<file path="src/sv/additive_lagged_fibonacci_prng_unit_macros.svh">
// ----------------------------------------------------------------------------
// additive lagged-fibonacci prng unit assertion macros
// shared concurrent assertion forms for the prng unit and its parts
// ----------------------------------------------------------------------------
`ifndef ADDITIVE_LAGGED_FIBONACCI_PRNG_UNIT_MACROS_SVH
`define ADDITIVE_LAGGED_FIBONACCI_PRNG_UNIT_MACROS_SVH

// consequent must hold in the same cycle as the antecedent
`define ALFP_ASSERT_SAME(lbl, clk, rst_n, ante, cons) \
  lbl: assert property (@(posedge clk) disable iff (!rst_n) (ante) |-> (cons)) \
    else $error("alfp same-cycle property violated");

// consequent must hold in the cycle after the antecedent
`define ALFP_ASSERT_NEXT(lbl, clk, rst_n, ante, cons) \
  lbl: assert property (@(posedge clk) disable iff (!rst_n) (ante) |=> (cons)) \
    else $error("alfp next-cycle property violated");

`endif

</file>
<file path="src/sv/alfp_pkg.sv">
// ----------------------------------------------------------------------------
// alfp_pkg
// shared constants, state codes and control structs of the prng unit
// ----------------------------------------------------------------------------
package alfp_pkg;

  localparam int FIELD_W   = 32;
  localparam int LAG_LONG  = 55;
  localparam int LAG_SHORT = 24;
  localparam int LCG_MUL   = 3;
  localparam int LCG_ADD   = 257;
  localparam int LCG_W     = FIELD_W + 2;

  typedef enum logic [4:0] {
    ST_FILL = 5'b00001,
    ST_IDLE = 5'b00010,
    ST_SUM  = 5'b00100,
    ST_DIV  = 5'b01000,
    ST_DONE = 5'b10000
  } alfp_state_t;

  typedef struct packed {
    logic start;
  } div_ctrl_t;

  typedef struct packed {
    logic busy;
    logic done;
  } div_stat_t;

endpackage

</file>
<file path="src/sv/alfp_req_if.sv">
// ----------------------------------------------------------------------------
// alfp_req_if
// draw request channel: range bounds and threshold
// ----------------------------------------------------------------------------
interface alfp_req_if;

  logic                                valid;
  logic                                ready;
  logic signed [alfp_pkg::FIELD_W-1:0] range_min;
  logic signed [alfp_pkg::FIELD_W-1:0] range_max;
  logic        [alfp_pkg::FIELD_W-1:0] threshold;

  modport source (
    output valid, range_min, range_max, threshold,
    input  ready
  );

  modport sink (
    input  valid, range_min, range_max, threshold,
    output ready
  );

endinterface

</file>
<file path="src/sv/alfp_rsp_if.sv">
// ----------------------------------------------------------------------------
// alfp_rsp_if
// draw result channel: raw value, ranged value and flags
// ----------------------------------------------------------------------------
interface alfp_rsp_if;

  logic                                valid;
  logic                                ready;
  logic        [alfp_pkg::FIELD_W-1:0] raw_value;
  logic signed [alfp_pkg::FIELD_W-1:0] ranged_value;
  logic                                below_threshold;
  logic                                span_zero;

  modport source (
    output valid, raw_value, ranged_value, below_threshold, span_zero,
    input  ready
  );

  modport sink (
    input  valid, raw_value, ranged_value, below_threshold, span_zero,
    output ready
  );

endinterface

</file>
<file path="src/sv/alfp_mod_unit.sv">
// ----------------------------------------------------------------------------
// alfp_mod_unit
// serial restoring remainder unit, one dividend bit shifted in per cycle
// ----------------------------------------------------------------------------
`include "additive_lagged_fibonacci_prng_unit_macros.svh"

module alfp_mod_unit #(
  parameter int VALUE_BITS = 32
) (
  input  logic                          clk,
  input  logic                          rst_n,
  input  alfp_pkg::div_ctrl_t           ctrl,
  input  logic [VALUE_BITS-1:0]         dividend,
  input  logic [alfp_pkg::FIELD_W-1:0]  divisor,
  output alfp_pkg::div_stat_t           stat,
  output logic [alfp_pkg::FIELD_W-1:0]  remainder
);

  localparam int FW    = alfp_pkg::FIELD_W;
  localparam int CNT_W = $clog2(VALUE_BITS + 1);

  logic [FW-1:0]         rem_r;
  logic [FW-1:0]         rem_nxt;
  logic [FW-1:0]         dsr_r;
  logic [VALUE_BITS-1:0] dvd_r;
  logic [CNT_W-1:0]      cnt_r;
  logic                  busy_r;
  logic                  done_r;
  logic [FW:0]           trial;
  logic [FW:0]           diff;

  always_comb begin
    trial = {rem_r, dvd_r[VALUE_BITS-1]};
    diff  = trial - {1'b0, dsr_r};
    if (trial >= {1'b0, dsr_r}) begin
      rem_nxt = diff[FW-1:0];
    end else begin
      rem_nxt = trial[FW-1:0];
    end
  end

  always_ff @(posedge clk) begin
    if (!rst_n) begin
      busy_r <= 1'b0;
      done_r <= 1'b0;
      cnt_r  <= '0;
    end else begin
      done_r <= 1'b0;
      if (ctrl.start) begin
        busy_r <= 1'b1;
        cnt_r  <= CNT_W'(VALUE_BITS);
      end else if (busy_r) begin
        cnt_r <= cnt_r - 1'b1;
        if (cnt_r == CNT_W'(1)) begin
          busy_r <= 1'b0;
          done_r <= 1'b1;
        end
      end
    end
  end

  always_ff @(posedge clk) begin
    if (ctrl.start) begin
      rem_r <= '0;
      dvd_r <= dividend;
      dsr_r <= divisor;
    end else if (busy_r) begin
      rem_r <= rem_nxt;
      dvd_r <= {dvd_r[VALUE_BITS-2:0], 1'b0};
    end
  end

  assign stat.busy = busy_r;
  assign stat.done = done_r;
  assign remainder = rem_r;

  // remainder below the divisor once finished
  `ALFP_ASSERT_SAME(a_rem_bound, clk, rst_n, done_r && (dsr_r != '0), rem_r < dsr_r)
  // a start always leads into the busy phase
  `ALFP_ASSERT_NEXT(a_start_busy, clk, rst_n, ctrl.start, busy_r)
  // done is a single-cycle pulse
  `ALFP_ASSERT_NEXT(a_done_pulse, clk, rst_n, done_r, !done_r)

endmodule

</file>
<file path="src/sv/additive_lagged_fibonacci_prng_unit.sv">
// ----------------------------------------------------------------------------
// additive_lagged_fibonacci_prng_unit
// additive lagged-fibonacci generator (lags 55 and 24) with ranged and
// threshold outputs.
//
// Each draw transaction sums two table entries into a new raw value, stores
// it back, and reduces it modulo (range_max - range_min) in a serial
// remainder unit that takes one quotient bit per cycle. A draw passes
// through the SUM, DIV and DONE states from acceptance until its result
// sits in the output register. A new transaction is accepted once the
// previous result has moved into the output register, even while that
// result still waits to be taken. After reset and after every seed write
// the table is refilled from the seed, one entry a cycle, and no
// transaction is accepted until the last entry is written.
// ----------------------------------------------------------------------------
`include "additive_lagged_fibonacci_prng_unit_macros.svh"

module additive_lagged_fibonacci_prng_unit #(
  parameter int STATE_WORDS = 57,
  parameter int VALUE_BITS  = 32
) (
  input  logic                         clk,
  input  logic                         rst_n,
  input  logic                         cfg_we,
  input  logic [alfp_pkg::FIELD_W-1:0] cfg_wdata,
  alfp_req_if.sink                     in_req,
  alfp_rsp_if.source                   out_rsp
);

  localparam int FW    = alfp_pkg::FIELD_W;
  localparam int IDX_W = $clog2(STATE_WORDS);
  localparam logic [IDX_W:0]   DEPTH      = (IDX_W + 1)'(STATE_WORDS);
  localparam logic [IDX_W-1:0] LAST_IDX   = IDX_W'(STATE_WORDS - 1);
  localparam logic [IDX_W-1:0] R1_INIT    = '0;
  localparam logic [IDX_W-1:0] R2_INIT    =
    IDX_W'(alfp_pkg::LAG_LONG - alfp_pkg::LAG_SHORT);
  localparam logic [IDX_W-1:0] W_INIT     = IDX_W'(alfp_pkg::LAG_LONG);

  function automatic logic [IDX_W-1:0] advance(input logic [IDX_W-1:0] idx);
    logic [IDX_W:0] inc;
    inc = {1'b0, idx} + 1'b1;
    if (inc >= DEPTH) begin
      inc = inc - DEPTH;
    end
    return inc[IDX_W-1:0];
  endfunction

  function automatic logic [VALUE_BITS-1:0] lcg(input logic [VALUE_BITS-1:0] prev);
    logic [alfp_pkg::LCG_W-1:0] wide;
    wide = alfp_pkg::LCG_W'(prev) * alfp_pkg::LCG_W'(alfp_pkg::LCG_MUL)
         + alfp_pkg::LCG_W'(alfp_pkg::LCG_ADD);
    return wide[VALUE_BITS-1:0];
  endfunction

  alfp_pkg::alfp_state_t state_r, state_nxt;

  logic [VALUE_BITS-1:0] lag_mem [STATE_WORDS];
  logic [VALUE_BITS-1:0] a_q;
  logic [VALUE_BITS-1:0] b_q;
  logic                  mem_we;
  logic [IDX_W-1:0]      mem_waddr;
  logic [VALUE_BITS-1:0] mem_wdata;
  logic                  rd_en;

  logic [IDX_W-1:0]      fill_idx_r;
  logic [VALUE_BITS-1:0] fill_val_r;
  logic [IDX_W-1:0]      r1_idx_r;
  logic [IDX_W-1:0]      r2_idx_r;
  logic [IDX_W-1:0]      w_idx_r;

  logic [FW-1:0]         rmin_r;
  logic [FW-1:0]         thr_r;
  logic [FW-1:0]         span_r;
  logic                  zero_r;
  logic [VALUE_BITS-1:0] raw_r;
  logic                  below_r;

  logic [VALUE_BITS:0]   sum_w;
  logic [VALUE_BITS-1:0] raw;
  logic                  accept;
  logic                  out_free;

  logic                  out_valid_r;
  logic [FW-1:0]         out_raw_r;
  logic [FW-1:0]         out_ranged_r;
  logic                  out_below_r;
  logic                  out_zero_r;

  alfp_pkg::div_ctrl_t   div_ctrl;
  alfp_pkg::div_stat_t   div_stat;
  logic [FW-1:0]         div_rem;

  assign sum_w    = {1'b0, a_q} + {1'b0, b_q};
  assign raw      = sum_w[VALUE_BITS-1:0];
  assign in_req.ready = (state_r == alfp_pkg::ST_IDLE) && !cfg_we;
  assign accept   = in_req.valid && in_req.ready;
  assign out_free = !out_valid_r || out_rsp.ready;
  assign rd_en    = accept;
  assign div_ctrl.start = (state_r == alfp_pkg::ST_SUM);

  always_comb begin
    mem_we    = 1'b0;
    mem_waddr = w_idx_r;
    mem_wdata = raw;
    unique case (state_r)
      alfp_pkg::ST_FILL: begin
        mem_we    = 1'b1;
        mem_waddr = fill_idx_r;
        mem_wdata = fill_val_r;
      end
      alfp_pkg::ST_SUM: begin
        mem_we = 1'b1;
      end
      default: begin
        mem_we = 1'b0;
      end
    endcase
  end

  always_comb begin
    state_nxt = state_r;
    unique case (state_r)
      alfp_pkg::ST_FILL: begin
        if (fill_idx_r == LAST_IDX) state_nxt = alfp_pkg::ST_IDLE;
      end
      alfp_pkg::ST_IDLE: begin
        if (accept) state_nxt = alfp_pkg::ST_SUM;
      end
      alfp_pkg::ST_SUM: begin
        state_nxt = alfp_pkg::ST_DIV;
      end
      alfp_pkg::ST_DIV: begin
        if (div_stat.done) state_nxt = alfp_pkg::ST_DONE;
      end
      alfp_pkg::ST_DONE: begin
        if (out_free) state_nxt = alfp_pkg::ST_IDLE;
      end
      default: begin
        state_nxt = alfp_pkg::ST_FILL;
      end
    endcase
    if (cfg_we) state_nxt = alfp_pkg::ST_FILL;
  end

  // control state
  always_ff @(posedge clk) begin
    if (!rst_n) begin
      state_r     <= alfp_pkg::ST_FILL;
      fill_idx_r  <= '0;
      fill_val_r  <= VALUE_BITS'(1);
      r1_idx_r    <= R1_INIT;
      r2_idx_r    <= R2_INIT;
      w_idx_r     <= W_INIT;
      out_valid_r <= 1'b0;
    end else begin
      state_r <= state_nxt;
      if (cfg_we) begin
        fill_idx_r <= '0;
        fill_val_r <= cfg_wdata[VALUE_BITS-1:0];
      end else if (state_r == alfp_pkg::ST_FILL) begin
        fill_idx_r <= fill_idx_r + 1'b1;
        fill_val_r <= lcg(fill_val_r);
        if (fill_idx_r == LAST_IDX) begin
          r1_idx_r <= R1_INIT;
          r2_idx_r <= R2_INIT;
          w_idx_r  <= W_INIT;
        end
      end else if (accept) begin
        r1_idx_r <= advance(r1_idx_r);
        r2_idx_r <= advance(r2_idx_r);
        w_idx_r  <= advance(w_idx_r);
      end
      if ((state_r == alfp_pkg::ST_DONE) && out_free) begin
        out_valid_r <= 1'b1;
      end else if (out_rsp.ready) begin
        out_valid_r <= 1'b0;
      end
    end
  end

  // lag table
  always_ff @(posedge clk) begin
    if (mem_we) lag_mem[mem_waddr] <= mem_wdata;
    if (rd_en) begin
      a_q <= lag_mem[r1_idx_r];
      b_q <= lag_mem[r2_idx_r];
    end
  end

  // transaction payload
  always_ff @(posedge clk) begin
    if (accept) begin
      rmin_r <= in_req.range_min;
      thr_r  <= in_req.threshold;
      span_r <= in_req.range_max - in_req.range_min;
      zero_r <= (in_req.range_max == in_req.range_min);
    end
    if (state_r == alfp_pkg::ST_SUM) begin
      raw_r   <= raw;
      below_r <= (FW'(raw) <= thr_r);
    end
    if ((state_r == alfp_pkg::ST_DONE) && out_free) begin
      out_raw_r    <= FW'(raw_r);
      out_ranged_r <= zero_r ? rmin_r : (rmin_r + div_rem);
      out_below_r  <= below_r;
      out_zero_r   <= zero_r;
    end
  end

  alfp_mod_unit #(
    .VALUE_BITS (VALUE_BITS)
  ) u_mod (
    .clk       (clk),
    .rst_n     (rst_n),
    .ctrl      (div_ctrl),
    .dividend  (raw),
    .divisor   (span_r),
    .stat      (div_stat),
    .remainder (div_rem)
  );

  assign out_rsp.valid           = out_valid_r;
  assign out_rsp.raw_value       = out_raw_r;
  assign out_rsp.ranged_value    = out_ranged_r;
  assign out_rsp.below_threshold = out_below_r;
  assign out_rsp.span_zero       = out_zero_r;

  // an accepted transaction goes straight to the table update
  `ALFP_ASSERT_NEXT(a_accept_sum, clk, rst_n, accept, state_r == alfp_pkg::ST_SUM)
  // the store address is inside the table
  `ALFP_ASSERT_SAME(a_store_idx, clk, rst_n, state_r == alfp_pkg::ST_SUM, w_idx_r < DEPTH)
  // the remainder unit is running while waiting for it
  `ALFP_ASSERT_SAME(a_div_run, clk, rst_n, state_r == alfp_pkg::ST_DIV,
    div_stat.busy || div_stat.done)

endmodule

</file>
<file path="src/flat_wrapper.sv">
// flat-port wrapper written by rule: the top's interface ports become plain ports
module additive_lagged_fibonacci_prng_unit_flat 
#(
  parameter int STATE_WORDS = 57,
  parameter int VALUE_BITS  = 32
)
  (clk, rst_n, cfg_we, cfg_wdata, in_req_valid, in_req_range_min, in_req_range_max, in_req_threshold, in_req_ready, out_rsp_valid, out_rsp_raw_value, out_rsp_ranged_value, out_rsp_below_threshold, out_rsp_span_zero, out_rsp_ready);
  alfp_req_if in_req_i ();
  alfp_rsp_if out_rsp_i ();
  input  logic clk;
  input  logic rst_n;
  input  logic cfg_we;
  input  logic [alfp_pkg::FIELD_W-1:0] cfg_wdata;
  input wire logic [$bits(in_req_i.valid)-1:0] in_req_valid;
  input wire logic [$bits(in_req_i.range_min)-1:0] in_req_range_min;
  input wire logic [$bits(in_req_i.range_max)-1:0] in_req_range_max;
  input wire logic [$bits(in_req_i.threshold)-1:0] in_req_threshold;
  output wire logic [$bits(in_req_i.ready)-1:0] in_req_ready;
  output wire logic [$bits(out_rsp_i.valid)-1:0] out_rsp_valid;
  output wire logic [$bits(out_rsp_i.raw_value)-1:0] out_rsp_raw_value;
  output wire logic [$bits(out_rsp_i.ranged_value)-1:0] out_rsp_ranged_value;
  output wire logic [$bits(out_rsp_i.below_threshold)-1:0] out_rsp_below_threshold;
  output wire logic [$bits(out_rsp_i.span_zero)-1:0] out_rsp_span_zero;
  input wire logic [$bits(out_rsp_i.ready)-1:0] out_rsp_ready;
  assign in_req_i.valid = in_req_valid;
  assign in_req_i.range_min = in_req_range_min;
  assign in_req_i.range_max = in_req_range_max;
  assign in_req_i.threshold = in_req_threshold;
  assign in_req_ready = in_req_i.ready;
  assign out_rsp_valid = out_rsp_i.valid;
  assign out_rsp_raw_value = out_rsp_i.raw_value;
  assign out_rsp_ranged_value = out_rsp_i.ranged_value;
  assign out_rsp_below_threshold = out_rsp_i.below_threshold;
  assign out_rsp_span_zero = out_rsp_i.span_zero;
  assign out_rsp_i.ready = out_rsp_ready;
  additive_lagged_fibonacci_prng_unit #(.STATE_WORDS(STATE_WORDS), .VALUE_BITS(VALUE_BITS)) u_core (.clk(clk), .rst_n(rst_n), .cfg_we(cfg_we), .cfg_wdata(cfg_wdata), .in_req(in_req_i), .out_rsp(out_rsp_i));
endmodule
</file>
<file path="config.mk">
export PLATFORM = sky130hd
export DESIGN_NAME = additive_lagged_fibonacci_prng_unit_flat
export DESIGN_NICKNAME = d
export VERILOG_FILES = /design/src/sv/alfp_pkg.sv /design/src/sv/alfp_req_if.sv /design/src/sv/alfp_rsp_if.sv /design/src/sv/alfp_mod_unit.sv /design/src/sv/additive_lagged_fibonacci_prng_unit.sv /design/src/flat_wrapper.sv
export VERILOG_INCLUDE_DIRS = /design/src /design/src/sv
export SDC_FILE = /design/constraint.sdc
export NUM_CORES = 2
export LEC_CHECK = 0
export ABC_CLOCK_PERIOD_IN_PS = 8100
export BUFFER_PORTS_ARGS = -buffer_cell sky130_fd_sc_hd__buf_4
export CAP_MARGIN = 20
export CORE_MARGIN = 1
export CORE_UTILIZATION = 63
export DETAILED_ROUTE_END_ITERATION = 8
export GPL_ROUTABILITY_DRIVEN = 0
export PLACE_DENSITY_LB_ADDON = 0.15
export SLEW_MARGIN = 20
export SYNTH_ARGS = -nofsm -noshare
export SYNTH_HDL_FRONTEND = slang
export SYNTH_HIERARCHICAL = 1
export SYNTH_SLANG_ARGS = --single-unit
</file>
<file path="constraint.sdc">
create_clock -name clk -period 8.1 [get_ports clk]
set_clock_uncertainty 0.2 [all_clocks]
set_input_delay 1.62 -clock clk [delete_from_list [all_inputs] [get_ports clk]]
set_output_delay 1.62 -clock clk [all_outputs]
set_load 0.02 [all_outputs]
</file>
==> run metrics <==
Final setup viols 0; crit path buf inv count 1; drt drc 0; Hold WS 215 ps; max frequency 214 MHz; Critical Path AT 5090 ps; critical path, cell by cell ha_1 > inv_1 > fa_1 > nor2b_1 > o21a_1 > o21ai_1 > a21o_1 > a21oi_1 > a211o_1 > a31o_2 > xor2_1 > ha_1 > a21o_1 > a21o_1 > a21o_1 > a21o_1 > a21o_1 > a21o_1 > a21oi_1 > or3_1 > a31o_2; area delta synth->final 10.9%; pwr dens 210 nW/um^2; Die Width 418 um; IO Pins 201; Vias 65100; Slew Limit Fails 0; largest fanout on the critical path 4; Critical Path RT 8510 ps; synthesized area 109000 um^2; share of cells above drive strength 1 30.7%; CTS root buf clkbuf_16; CP dominant cell by count a21o_1; pin count of the biggest net entering global routing 126; initial DRC count 9877; hpwl dp 184000 um; fin crit period 4680 ps; syn avg cell area 18.0 um^2; Finished Cell Area 121000 um^2; clock-pin slew on the worst setup and hold paths 60 ps; nets 6625; initial core utilization 63.5%; Syn Inst Count 6069; Routed WL 322000 um; Vias/cell 7.42; Post-DRT Antenna Nets 0; fin crit share 57.8%; worst-margin pin slew 1230 ps; CP endpoint kind register; initial antenna violation count 18; TritonCTS clock tree done; Mapped Nets 6434; vias in the first global route 64700; Setup CP Type reg2reg; status finished, final reports clean; Final Hold Fails 0; Placed Area 114000 um^2; # hold bufs at CTS 0; unrepaired setup endpoints after global routing false; cell family with most CP delay compound AO/OA/AOI/OAI gates; Synthesis Warnings 6; setup TNS 0 ps; LEAKAGE 40.6 nW; VDD IR max 210 uV; max cap viols 0; Pwr Total 25.4 mW; wire per inst 36.8 um; # resized after CTS 0; worst hold path class reg2reg; startpoint class of the critical path register; first-pass GRT wire length 460000 um; crit-path max cell delay 460 ps; Post-CTS Setup Repair Bufs 0; Die Area 175000 um^2; total core area 172000 um^2; floorplan die height 418 um; grt ovf 0; Slew headroom 18.2%; DRT Pass-1 Iters 8; gr usage total 37.4%; Filler Cells Inserted 10400; deepest clock path buffer count 3; clock buffer count from CTS 221; CP max stage cell xor2_1; final core occ 70.4%; worst skew pair latency 890 ps; H-Tree Depth 4; clock sink total 2250; row count 152; I/O Buffers 200
[registers in the layout, indices dropped and copies added, names as in the netlist, 5 cells and up]
| register | flops |
|---|---|
| u_core/fill_idx_r | 6 |
| u_core/u_mod/cnt_r | 6 |
| u_core/r1_idx_r | 6 |
| u_core/lag_mem | 1824 |
| u_core/state_r | 5 |
| u_core/u_mod/dvd_r | 32 |
| u_core/span_r | 32 |
| u_core/w_idx_r | 6 |
| u_core/out_rsp.raw_value | 32 |
| u_core/thr_r | 32 |
| u_core/rmin_r | 32 |
| u_core/u_mod/dsr_r | 32 |
| u_core/r2_idx_r | 6 |
| u_core/fill_val_r | 32 |
| u_core/out_rsp.ranged_value | 32 |
| u_core/u_mod/remainder | 32 |
| u_core/raw_r | 32 |
| u_core/a_q | 32 |
| u_core/b_q | 32 |
[path summary, 6_finish.rpt]
kind	start	endpoint	slack [ps]	depth (start not counted)
worst max register to register	u_core/a_q[0]	u_core/below_r	3420	21
worst max-delay path	u_core/a_q[0]	u_core/below_r	3420	21
worst min-delay path	u_core/span_r[13]	u_core/u_mod/dsr_r[13]	220	0
worst min register to register	u_core/span_r[13]	u_core/u_mod/dsr_r[13]	220	0
[per-layer routing]
| metal | routed length, um | track usage, % | part of all wire [%] |
|---|---|---|---|
| met4 | 21900 | 22.1 | 6.8 |
| met5 | 127 | 0 | 0.039 |
| met1 | 107000 | 48.6 | 33 |
| met2 | 149000 | 57.2 | 46 |
| met3 | 44100 | 10.3 | 14 |
[cells in the final DEF, fill, tap and decap left out, types with 10 or more instances in the layout]
cell,instances
nand3_1,62
a211oi_1,49
buf_12,16
clkinv_2,50
mux2_2,41
o21ai_1,48
mux2i_1,76
o31ai_1,15
nand2b_1,37
nor2_4,55
o211ai_1,18
dfxtp_1,91
xnor2_1,94
clkinvlp_4,13
clkbuf_16,222
a21o_1,77
o21bai_1,19
nor2_1,177
a21oi_1,209
or2_2,12
xor2_1,54
inv_1,164
nor2b_1,31
and3_1,20
nand3b_1,10
nor4_1,11
mux4_2,1152
or3_1,16
nand4_1,29
o21ai_0,164
clkbuf_1,36
clkinv_1,55
o21a_1,29
nor3_1,38
a31oi_1,16
bufinv_16,20
ha_1,227
buf_4,320
nand2_1,314
edfxtp_1,2148
[report_power, final]
group          internal (mW)  total [mW]  switching, mW
combinational          0.637        1.86           1.22
sequential              13.1        13.2          0.111
clock                   5.73        10.3           4.55
total                   19.5        25.4           5.89
[metrics by stage]
stage / worst slack [ps] / cells
after floorplan: 573 / 6069
after global placement: 3130 / 8343
after detailed placement: 3060 / 8344
after CTS: 3520 / 8759
after global routing: 3170 / 8763
final: 3420 / 8768
[area by class of cell]
type                       count  area (um^2)  area share (%)
inverter                     172          673           0.556
clock buffer                 263         5760            4.76
antenna                        6         15.0          0.0124
clock inverter               152         1440            1.19
multi-input combinational   3277        40800            33.8
sequential                  2250        66600            55.0
tap                         2310         2890            2.39
timing repair buffer         338         2780            2.30
No activity file was read; power rests on OpenSTA's default activity.
